<file path="src/rtl/prl_pkg.sv">
// ----------------------------------------------------------------------------
// prl_pkg
// shared types, codes and constants of the peer reply rate limiter
// ----------------------------------------------------------------------------
`default_nettype none

package prl_pkg;

  localparam int SLOTS      = 8;
  localparam int TIME_BITS  = 48;
  localparam int ID_W       = 32;
  localparam int BUDGET_W   = 8;
  localparam int VERDICT_W  = 3;
  localparam int CFG_ADDR_W = 8;
  localparam int CFG_DATA_W = 32;
  localparam int IN_DATA_W  = ((ID_W + 1 + TIME_BITS + 7) / 8) * 8;
  localparam int OUT_FIELDS = 1 + VERDICT_W + 1;
  localparam int OUT_DATA_W = ((OUT_FIELDS + 7) / 8) * 8;

  localparam logic [VERDICT_W-1:0] V_ALLOWED   = 3'd0;
  localparam logic [VERDICT_W-1:0] V_DISABLED  = 3'd1;
  localparam logic [VERDICT_W-1:0] V_AUTOMATED = 3'd2;
  localparam logic [VERDICT_W-1:0] V_OWN       = 3'd3;
  localparam logic [VERDICT_W-1:0] V_BUDGET    = 3'd4;
  localparam logic [VERDICT_W-1:0] V_COOLING   = 3'd5;
  localparam logic [VERDICT_W-1:0] V_CLEARED   = 3'd6;

  localparam logic [CFG_ADDR_W-1:0] REG_BOT_ENABLE = 8'd0;
  localparam logic [CFG_ADDR_W-1:0] REG_OWN_ID     = 8'd1;
  localparam logic [CFG_ADDR_W-1:0] REG_COOLDOWN   = 8'd2;
  localparam logic [CFG_ADDR_W-1:0] REG_BUDGET     = 8'd3;
  localparam logic [CFG_ADDR_W-1:0] REG_WINDOW     = 8'd4;

  localparam logic [31:0]         COOLDOWN_RESET = 32'd30000000;
  localparam logic [BUDGET_W-1:0] BUDGET_RESET   = 8'd6;
  localparam logic [31:0]         WINDOW_RESET   = 32'd60000000;

  typedef struct packed {
    logic load;
    logic eval;
    logic decide;
    logic emit;
  } prl_cmd_t;

  typedef struct packed {
    logic early_done;
  } prl_stat_t;

endpackage

`default_nettype wire

</file>
<file path="src/rtl/prl_ctrl.sv">
// ----------------------------------------------------------------------------
// prl_ctrl
// sequencer: accept, evaluate, decide, emit; owns the result valid flag
// ----------------------------------------------------------------------------
`default_nettype none

module prl_ctrl (
  input  wire logic             clk,
  input  wire logic             rst,
  input  wire logic             in_valid,
  output logic                  in_ready,
  output logic                  out_valid,
  input  wire logic             out_ready,
  input  wire prl_pkg::prl_stat_t stat,
  output prl_pkg::prl_cmd_t     cmd
);
  import prl_pkg::*;

  localparam logic [1:0] S_IDLE   = 2'd0;
  localparam logic [1:0] S_EVAL   = 2'd1;
  localparam logic [1:0] S_DECIDE = 2'd2;
  localparam logic [1:0] S_EMIT   = 2'd3;

  logic [1:0] state;
  logic [1:0] state_next;

  assign in_ready   = (state == S_IDLE) && !rst;
  assign cmd.load   = in_valid && in_ready;
  assign cmd.eval   = (state == S_EVAL);
  assign cmd.decide = (state == S_DECIDE);
  assign cmd.emit   = (state == S_EMIT) && (!out_valid || out_ready);

  always_comb begin
    state_next = state;
    case (state)
      S_IDLE: begin
        if (cmd.load) state_next = S_EVAL;
      end
      S_EVAL: begin
        state_next = stat.early_done ? S_EMIT : S_DECIDE;
      end
      S_DECIDE: begin
        state_next = S_EMIT;
      end
      S_EMIT: begin
        if (cmd.emit) state_next = S_IDLE;
      end
      default: begin
        state_next = S_IDLE;
      end
    endcase
  end

  always_ff @(posedge clk) begin
    if (rst) begin
      state     <= S_IDLE;
      out_valid <= 1'b0;
    end else begin
      state <= state_next;
      if (cmd.emit) out_valid <= 1'b1;
      else if (out_ready) out_valid <= 1'b0;
    end
  end

  a_load_to_eval: assert property (@(posedge clk) disable iff (rst)
    cmd.load |=> (state == S_EVAL))
    else $error("accepted beat did not enter evaluation");

  a_hold_pending: assert property (@(posedge clk) disable iff (rst)
    (state == S_EMIT && out_valid && !out_ready) |=> (state == S_EMIT && out_valid))
    else $error("pending result overwritten or dropped");

  a_rise_from_emit: assert property (@(posedge clk) disable iff (rst)
    $rose(out_valid) |-> ($past(state) == S_EMIT))
    else $error("result valid raised outside emit");

  a_no_accept_busy: assert property (@(posedge clk) disable iff (rst)
    (state == S_DECIDE) |=> !in_ready)
    else $error("input accepted before result emitted");

endmodule

`default_nettype wire

</file>
<file path="src/rtl/prl_dp.sv">
// ----------------------------------------------------------------------------
// prl_dp
// datapath: config registers, cooldown table, window budget and verdict logic
// ----------------------------------------------------------------------------
`default_nettype none

module prl_dp (
  input  wire logic                                clk,
  input  wire logic                                rst,
  input  wire prl_pkg::prl_cmd_t                   cmd,
  output prl_pkg::prl_stat_t                       stat,
  input  wire logic [prl_pkg::IN_DATA_W-1:0]       in_data,
  input  wire logic                                in_user,
  input  wire logic                                cfg_we,
  input  wire logic [prl_pkg::CFG_ADDR_W-1:0]      cfg_addr,
  input  wire logic [prl_pkg::CFG_DATA_W-1:0]      cfg_data,
  output logic [prl_pkg::OUT_DATA_W-1:0]           out_data
);
  import prl_pkg::*;

  function automatic logic [SLOTS-1:0] first_one(input logic [SLOTS-1:0] v);
    return v & (~v + SLOTS'(1));
  endfunction

  // config
  logic                bot_enable;
  logic [ID_W-1:0]     own_id;
  logic [31:0]         peer_cooldown_us;
  logic [BUDGET_W-1:0] budget_per_window;
  logic [31:0]         window_us;

  // latched beat
  logic                 in_command;
  logic [ID_W-1:0]      in_sender;
  logic                 in_auto;
  logic [TIME_BITS-1:0] in_now;

  // table and window state
  logic [ID_W-1:0]      slot_id    [SLOTS];
  logic [TIME_BITS-1:0] slot_stamp [SLOTS];
  logic [SLOTS-1:0]     slot_used;
  logic [TIME_BITS-1:0] window_start;
  logic [BUDGET_W-1:0]  budget_left;
  logic                 warned;

  // evaluation results
  logic [SLOTS-1:0] match_q;
  logic [SLOTS-1:0] free_q;
  logic [SLOTS-1:0] oldest_q;

  logic                 res_allowed;
  logic [VERDICT_W-1:0] res_verdict;
  logic                 res_warn;

  logic                 early_done;
  logic [VERDICT_W-1:0] early_verdict;
  logic                 roll;
  logic [SLOTS-1:0]     match_vec;
  logic [SLOTS-1:0]     oldest_vec;
  logic [SLOTS-1:0]     match_first;
  logic [SLOTS-1:0]     target;
  logic [TIME_BITS-1:0] match_stamp;
  logic                 cooling;

  always_ff @(posedge clk) begin
    if (rst) begin
      bot_enable        <= 1'b0;
      own_id            <= '0;
      peer_cooldown_us  <= COOLDOWN_RESET;
      budget_per_window <= BUDGET_RESET;
      window_us         <= WINDOW_RESET;
    end else if (cfg_we) begin
      case (cfg_addr)
        REG_BOT_ENABLE: bot_enable        <= cfg_data[0];
        REG_OWN_ID:     own_id            <= cfg_data[ID_W-1:0];
        REG_COOLDOWN:   peer_cooldown_us  <= cfg_data;
        REG_BUDGET:     budget_per_window <= cfg_data[BUDGET_W-1:0];
        REG_WINDOW:     window_us         <= cfg_data;
        default: ;
      endcase
    end
  end

  always_ff @(posedge clk) begin
    if (cmd.load) begin
      in_command <= in_user;
      in_sender  <= in_data[ID_W-1:0];
      in_auto    <= in_data[ID_W];
      in_now     <= in_data[ID_W+1+:TIME_BITS];
    end
  end

  always_comb begin
    early_done    = 1'b1;
    early_verdict = V_CLEARED;
    if (in_command)              early_verdict = V_CLEARED;
    else if (!bot_enable)        early_verdict = V_DISABLED;
    else if (in_auto)            early_verdict = V_AUTOMATED;
    else if (in_sender == own_id) early_verdict = V_OWN;
    else                         early_done = 1'b0;
  end

  assign stat.early_done = early_done;
  assign roll = ((in_now - window_start) >= TIME_BITS'(window_us));

  // first minimum stamp: strictly below every earlier slot, not above any later one
  always_comb begin
    for (int i = 0; i < SLOTS; i++) begin
      match_vec[i]  = slot_used[i] && (slot_id[i] == in_sender);
      oldest_vec[i] = 1'b1;
      for (int j = 0; j < SLOTS; j++) begin
        if (j < i && !(slot_stamp[i] < slot_stamp[j])) oldest_vec[i] = 1'b0;
        if (j > i && (slot_stamp[i] > slot_stamp[j]))  oldest_vec[i] = 1'b0;
      end
    end
  end

  always_ff @(posedge clk) begin
    if (cmd.eval) begin
      match_q  <= match_vec;
      free_q   <= ~slot_used;
      oldest_q <= oldest_vec;
    end
  end

  always_comb begin
    match_first = first_one(match_q);
    match_stamp = '0;
    for (int i = 0; i < SLOTS; i++) begin
      if (match_first[i]) match_stamp = match_stamp | slot_stamp[i];
    end
    cooling = (|match_q) && ((in_now - match_stamp) < TIME_BITS'(peer_cooldown_us));
    if (|match_q)     target = match_first;
    else if (|free_q) target = first_one(free_q);
    else              target = oldest_q;
  end

  wire allow_now = cmd.decide && (budget_left != '0) && !cooling;

  always_ff @(posedge clk) begin
    if (rst) begin
      window_start <= '0;
      budget_left  <= BUDGET_RESET;
      warned       <= 1'b0;
    end else if (cmd.eval) begin
      if (in_command) begin
        window_start <= '0;
      end else if (!early_done && roll) begin
        window_start <= in_now;
        budget_left  <= budget_per_window;
        warned       <= 1'b0;
      end
    end else if (cmd.decide) begin
      if (budget_left == '0) warned <= 1'b1;
      else if (!cooling)     budget_left <= budget_left - BUDGET_W'(1);
    end
  end

  always_ff @(posedge clk) begin
    if (rst) begin
      slot_used <= '0;
      for (int i = 0; i < SLOTS; i++) begin
        slot_id[i]    <= '0;
        slot_stamp[i] <= '0;
      end
    end else if (cmd.eval && in_command) begin
      slot_used <= '0;
      for (int i = 0; i < SLOTS; i++) begin
        slot_id[i]    <= '0;
        slot_stamp[i] <= '0;
      end
    end else if (allow_now) begin
      for (int i = 0; i < SLOTS; i++) begin
        if (target[i]) begin
          slot_used[i]  <= 1'b1;
          slot_id[i]    <= in_sender;
          slot_stamp[i] <= in_now;
        end
      end
    end
  end

  always_ff @(posedge clk) begin
    if (cmd.eval) begin
      res_allowed <= 1'b0;
      res_verdict <= early_verdict;
      res_warn    <= 1'b0;
    end else if (cmd.decide) begin
      if (budget_left == '0) begin
        res_allowed <= 1'b0;
        res_verdict <= V_BUDGET;
        res_warn    <= !warned;
      end else if (cooling) begin
        res_allowed <= 1'b0;
        res_verdict <= V_COOLING;
        res_warn    <= 1'b0;
      end else begin
        res_allowed <= 1'b1;
        res_verdict <= V_ALLOWED;
        res_warn    <= 1'b0;
      end
    end
  end

  always_ff @(posedge clk) begin
    if (cmd.emit) begin
      out_data <= {(OUT_DATA_W - OUT_FIELDS)'(0), res_warn, res_verdict, res_allowed};
    end
  end

endmodule

`default_nettype wire

</file>
<file path="src/rtl/peer_reply_rate_limiter_top.sv">
// ----------------------------------------------------------------------------
// peer_reply_rate_limiter_top
// per-sender cooldown with a fixed-window global reply budget
// ----------------------------------------------------------------------------
// flow: an accepted beat is latched and evaluated; events reaching the budget and
//   cooldown checks then pass decide, clears and early refusals go straight to emit
// one beat at a time: a new beat is accepted only after emit, the sequencer stepping
//   accept, evaluate, decide and emit over the single cooldown table
// reset: synchronous, clears table, window start and warning, loads register defaults
// ----------------------------------------------------------------------------
`default_nettype none

module peer_reply_rate_limiter_top (
  input  wire logic                            clk,
  input  wire logic                            rst,
  input  wire logic                            s_axis_tvalid,
  output logic                                 s_axis_tready,
  // src_id[31:0], automated[32], now_us[80:33], zero pad
  input  wire logic [prl_pkg::IN_DATA_W-1:0]   s_axis_tdata,
  // command[0]
  input  wire logic                            s_axis_tuser,
  output logic                                 m_axis_tvalid,
  input  wire logic                            m_axis_tready,
  // allowed[0], verdict[3:1], budget_warning[4], zero pad
  output logic [prl_pkg::OUT_DATA_W-1:0]       m_axis_tdata,
  input  wire logic                            cfg_valid,
  output logic                                 cfg_ready,
  input  wire logic [prl_pkg::CFG_ADDR_W-1:0]  cfg_addr,
  input  wire logic [prl_pkg::CFG_DATA_W-1:0]  cfg_data
);
  import prl_pkg::*;

  prl_cmd_t  cmd;
  prl_stat_t stat;

  assign cfg_ready = !rst;

  prl_ctrl u_ctrl (
    .clk       (clk),
    .rst       (rst),
    .in_valid  (s_axis_tvalid),
    .in_ready  (s_axis_tready),
    .out_valid (m_axis_tvalid),
    .out_ready (m_axis_tready),
    .stat      (stat),
    .cmd       (cmd)
  );

  prl_dp u_dp (
    .clk      (clk),
    .rst      (rst),
    .cmd      (cmd),
    .stat     (stat),
    .in_data  (s_axis_tdata),
    .in_user  (s_axis_tuser),
    .cfg_we   (cfg_valid && cfg_ready),
    .cfg_addr (cfg_addr),
    .cfg_data (cfg_data),
    .out_data (m_axis_tdata)
  );

endmodule

`default_nettype wire

</file>
<file path="config.mk">
export PLATFORM = sky130hd
export DESIGN_NAME = peer_reply_rate_limiter_top
export DESIGN_NICKNAME = d
export VERILOG_FILES = /design/src/rtl/prl_pkg.sv /design/src/rtl/prl_ctrl.sv /design/src/rtl/prl_dp.sv /design/src/rtl/peer_reply_rate_limiter_top.sv
export SDC_FILE = /design/constraint.sdc
export NUM_CORES = 2
export LEC_CHECK = 0
export BUFFER_PORTS_ARGS = -buffer_cell sky130_fd_sc_hd__buf_2
export CELL_PAD_IN_SITES_DETAIL_PLACEMENT = 1
export CELL_PAD_IN_SITES_GLOBAL_PLACEMENT = 1
export CORE_MARGIN = 10
export CORE_UTILIZATION = 46
export DETAILED_ROUTE_END_ITERATION = 7
export GPL_TIMING_DRIVEN = 0
export PLACE_DENSITY_LB_ADDON = 0.1
export SYNTH_ARGS = -nofsm -noshare
export SYNTH_HDL_FRONTEND = slang
export SYNTH_SLANG_ARGS = --single-unit
</file>
<file path="constraint.sdc">
create_clock -name clk -period 12.3 [get_ports clk]
set_clock_uncertainty 0.15 [all_clocks]
set_input_delay 2.46 -clock clk [delete_from_list [all_inputs] [get_ports clk]]
set_output_delay 2.46 -clock clk [all_outputs]
set_load 0.01 [all_outputs]
</file>
==> implementation parameters <==
Parameter                              Value

Yosys
  Average cell area after synthesis ... 9.47 sq um
  Cell accounting for the most synthesized area ... sky130_fd_sc_hd__edfxtp_1
  Post-Syn Area ... 0.0771 sq mm
  Portion of synthesized cell area occupied by the leading cell type ... 0.263
  Number of warning messages in the yosys log ... 0
  Fraction of synthesis flops using an asynchronous set or reset pin ... 0
  Cell types occupying the most area after synthesis ... sky130_fd_sc_hd__edfxtp_1 26%, sky130_fd_sc_hd__ha_1 24%, sky130_fd_sc_hd__dfxtp_1 6.6%, sky130_fd_sc_hd__a21o_1 4.6%, sky130_fd_sc_hd__a21oi_1 3.6%
  Synthesized instance count ... 8135
  Synthesis-stage register bit count ... 929
  Sequential area share after synthesis ... 0.329
  Count of distinct cell types in the synthesized netlist ... 92
  Post-synth EDFFs ... 674
  Primary FF master, synth ... sky130_fd_sc_hd__edfxtp_1

GRT
  First-pass GRT wire length ... 524000 microns
  Overflow left after global routing ... 0
  Vias in the first global route ... 72000
  Antenna violations before repair ... 34
  Largest net degree at the start of global routing ... 55
  Global routing usage summed across all routing layers ... 0.390

Min path
  Worst min-delay path category ... flop to flop
  Hold path cells ... 0

Route
  Antenna viol nets, final ... 0
  Via density ... 6.68
  Via count ... 71500
  Total iterations of the first detailed-routing run ... 6
  Detailed-route DRC error count ... 0
  WL/cell ... 34.9 microns
  Routed WL ... 374000 microns
  Starting DRT DRC Count ... 8189

Timing
  Crit path time final ... 12.01 ns
  Relative slew margins ... -0.120
  Unrepaired setup endpoints after global routing ... no
  Maximum achievable frequency ... 83.3 MHz
  Measured slew at the worst slew-check pin ... 1.66 ns
  Worst path setup slack after routing ... 0.295 ns
  Number of endpoints failing setup at the final stage ... 0
  Period Utilization, post-route ... 0.976
  Final count of hold timing violations ... 0
  Final count of pins violating max slew ... 8

Placed design
  Routability congestion estimate from global placement ... 1.06
  Total instance count after detailed placement ... 10500
  Minimum setup slack after placement ... -0.707 ns
  Total half-perimeter wirelength after legalization and detailed placement ... 301000 microns
  Number of input and output port buffers inserted ... 133

Setup path
  Dominant cell type by count on the critical path ... sky130_fd_sc_hd__clkbuf_1
  Slowest library cell on the worst path ... sky130_fd_sc_hd__a2111oi_1
  Crit end category ... flop
  Launching element type of the critical path ... flop
  Critical Setup Path Class ... flop to flop
  Critical Path AT ... 12.35 ns
  Max FO, Critical Path ... 24
  Data required time at the worst endpoint ... 12.65 ns
  Number of cells on the worst reg-to-reg path ... 34
  Slowest cell delay on critical path ... 0.75 ns

Floorplanning
  DIE HEIGHT ... 429 microns
  Initial core utilization ... 0.462
  I/O pin cnt ... 145
  Floorplan row count ... 150
  Horizontal extent of the die ... 429 microns
  Die area ... 0.184 sq mm
  Area of the core ... 0.167 sq mm

Final layout
  Final net count ... 10000
  Share of layout cells above drive strength 1 ... 0.0543
  Area growth syn-to-layout ... 10.0%
  Non-filler instance count after layout ... 10700

Pwr
  Tot Pwr ... 14.9 mW
  Static Leak ... 35.6 nW
  Cell area power density ... 176 mW/mm^2
  Worst-case vdd ir drop ... 171 uV

Clock tree
  CTS HTree Levels ... 3
  Clock tree from TritonCTS ... built
  Clock-pin slew on the worst setup and hold paths ... 0.06 ns
  Largest buffer count on any clock path ... 3
  Number of sinks driven by the clock tree ... 929
  Number of clock buffers inserted by TritonCTS ... 101
  Buffer type at the clock tree root ... sky130_fd_sc_hd__clkbuf_16
  Skew-Pair Late Insertion Delay ... 0.80 ns

Status
  Violations in the final reports ... capacitance limit, slew limit
  Outcome ... finished with violations

Run
  Max-cap viol count ... 5
## per-stage QoR
stage                     utilization  hold slack (ns)  setup TNS, ns  area (sq um)
after floorplan                     -            0.250        -352.41         77100
after global placement          0.483            0.265       -4555.06         80500
after detailed placement        0.487            0.258        -217.81         81300
after CTS                       0.508            0.284              0         84800
after global routing            0.508            0.306              0         84800
final                           0.508            0.280              0         84800
## cell families after synthesis
family / synth area share
and+or+nand+nor: 0.162
AOI/OAI and AO/OA: 0.173
adders and majority gates: 0.243
buffers and inverters: 0.0488
DFF: 0.329
xor gates and xnor gates: 0.0411
muxes: 0.00305
other: 0.0000487
## worst paths after layout
| check | start | endpoint | slack (ns) |
|---|---|---|---|
| hold reg to reg | u_dp.res_verdict[1] | u_dp.out_data[2] | 0.28 |
| hold / removal | u_dp.res_verdict[1] | u_dp.out_data[2] | 0.28 |
| setup / recovery | u_dp.match_q[1] | u_dp.slot_stamp[2][2] | 0.29 |
| setup reg to reg | u_dp.match_q[1] | u_dp.slot_stamp[2][2] | 0.29 |
## placed cells by master (no fill, tap or decap), drive strengths merged, types with 108 or more instances in the layout
| master | instances |
|---|---|
| nor3 | 210 |
| dfxtp | 255 |
| nor4 | 253 |
| nand4 | 378 |
| a22oi | 108 |
| ha | 1495 |
| clkbuf | 407 |
| nand2 | 453 |
| a21o | 468 |
| a21oi | 552 |
| inv | 617 |
| nand2b | 109 |
| xnor2 | 269 |
| and2 | 230 |
| o21ai | 280 |
| buf | 244 |
| nor2 | 372 |
| nor2b | 139 |
| edfxtp | 674 |
## repair_timing
item / in CTS / in global routing
pin swaps: 0 / 1
buffers inserted: 0 / 2
gates resized for setup: 7 / 0
hold buffers: 0 / 0
setup endpoints to repair: 648 / 294
## power by group
| group | internal, mW | switching (mW) |
|---|---|---|
| Clock | 1.79 | 1.44 |
| Combinational | 2.42 | 4.53 |
| Sequential | 3.83 | 0.890 |
| Total | 8.04 | 6.86 |
## layout make-up
cell class	instances	area, sq um
Clock buffer	128	2730
Inverter	613	2300
Antenna cell	9	22.5
Tap cell	2204	2760
Clock inverter	63	746
Buffer	355	1470
Timing Repair Buffer	168	1340
Fill cell	19000	82000
Sequential cell	929	25300
Multi-Input combinational cell	6240	48100
## registers in the layout, summed over array words and instances (netlist names), 32 cells and up
register and cells:
u_dp.in_now 48, u_dp.slot_id 256, u_dp.own_id 32, u_dp.slot_stamp 384, u_dp.window_start 48, u_dp.window_us 32
u_dp.in_sender 32, u_dp.peer_cooldown_us 32
## worst max-delay path, delay by kind of cell (launching register included)
| family | cells | cell delay (ns) |
|---|---|---|
| AND/OR/NAND/NOR | 14 | 3.77 |
| buffers and inverters | 10 | 3.66 |
| AO/OA/AOI/OAI | 7 | 2.72 |
| adder cells (fa/ha/maj) | 2 | 0.68 |
| flip-flops | 1 | 0.37 |
| XOR/XNOR | 1 | 0.23 |
## cells in the mapped netlist, types with 108 or more instances
library cell	number
sky130_fd_sc_hd__clkbuf_1	278
sky130_fd_sc_hd__nor2_1	372
sky130_fd_sc_hd__nand4_1	378
sky130_fd_sc_hd__o21ai_0	277
sky130_fd_sc_hd__ha_1	1495
sky130_fd_sc_hd__nand2_1	453
sky130_fd_sc_hd__a21oi_1	552
sky130_fd_sc_hd__nor3_1	205
sky130_fd_sc_hd__xnor2_1	269
sky130_fd_sc_hd__a21o_1	468
sky130_fd_sc_hd__nor2b_1	139
sky130_fd_sc_hd__and2_1	230
sky130_fd_sc_hd__edfxtp_1	674
sky130_fd_sc_hd__a22oi_1	108
sky130_fd_sc_hd__nor4_1	251
sky130_fd_sc_hd__nand2b_1	109
sky130_fd_sc_hd__inv_1	612
sky130_fd_sc_hd__dfxtp_1	255
## layer usage
layer / vias up / global-route usage / wire [microns]
li1: 31100 / - / -
met1: 35700 / 0.491 / 147000
met2: 3763 / 0.594 / 160000
met3: 982 / 0.0973 / 38900
met4: 42 / 0.246 / 28000
met5: - / 0 / 258
Power figures use the tool's default switching activity.
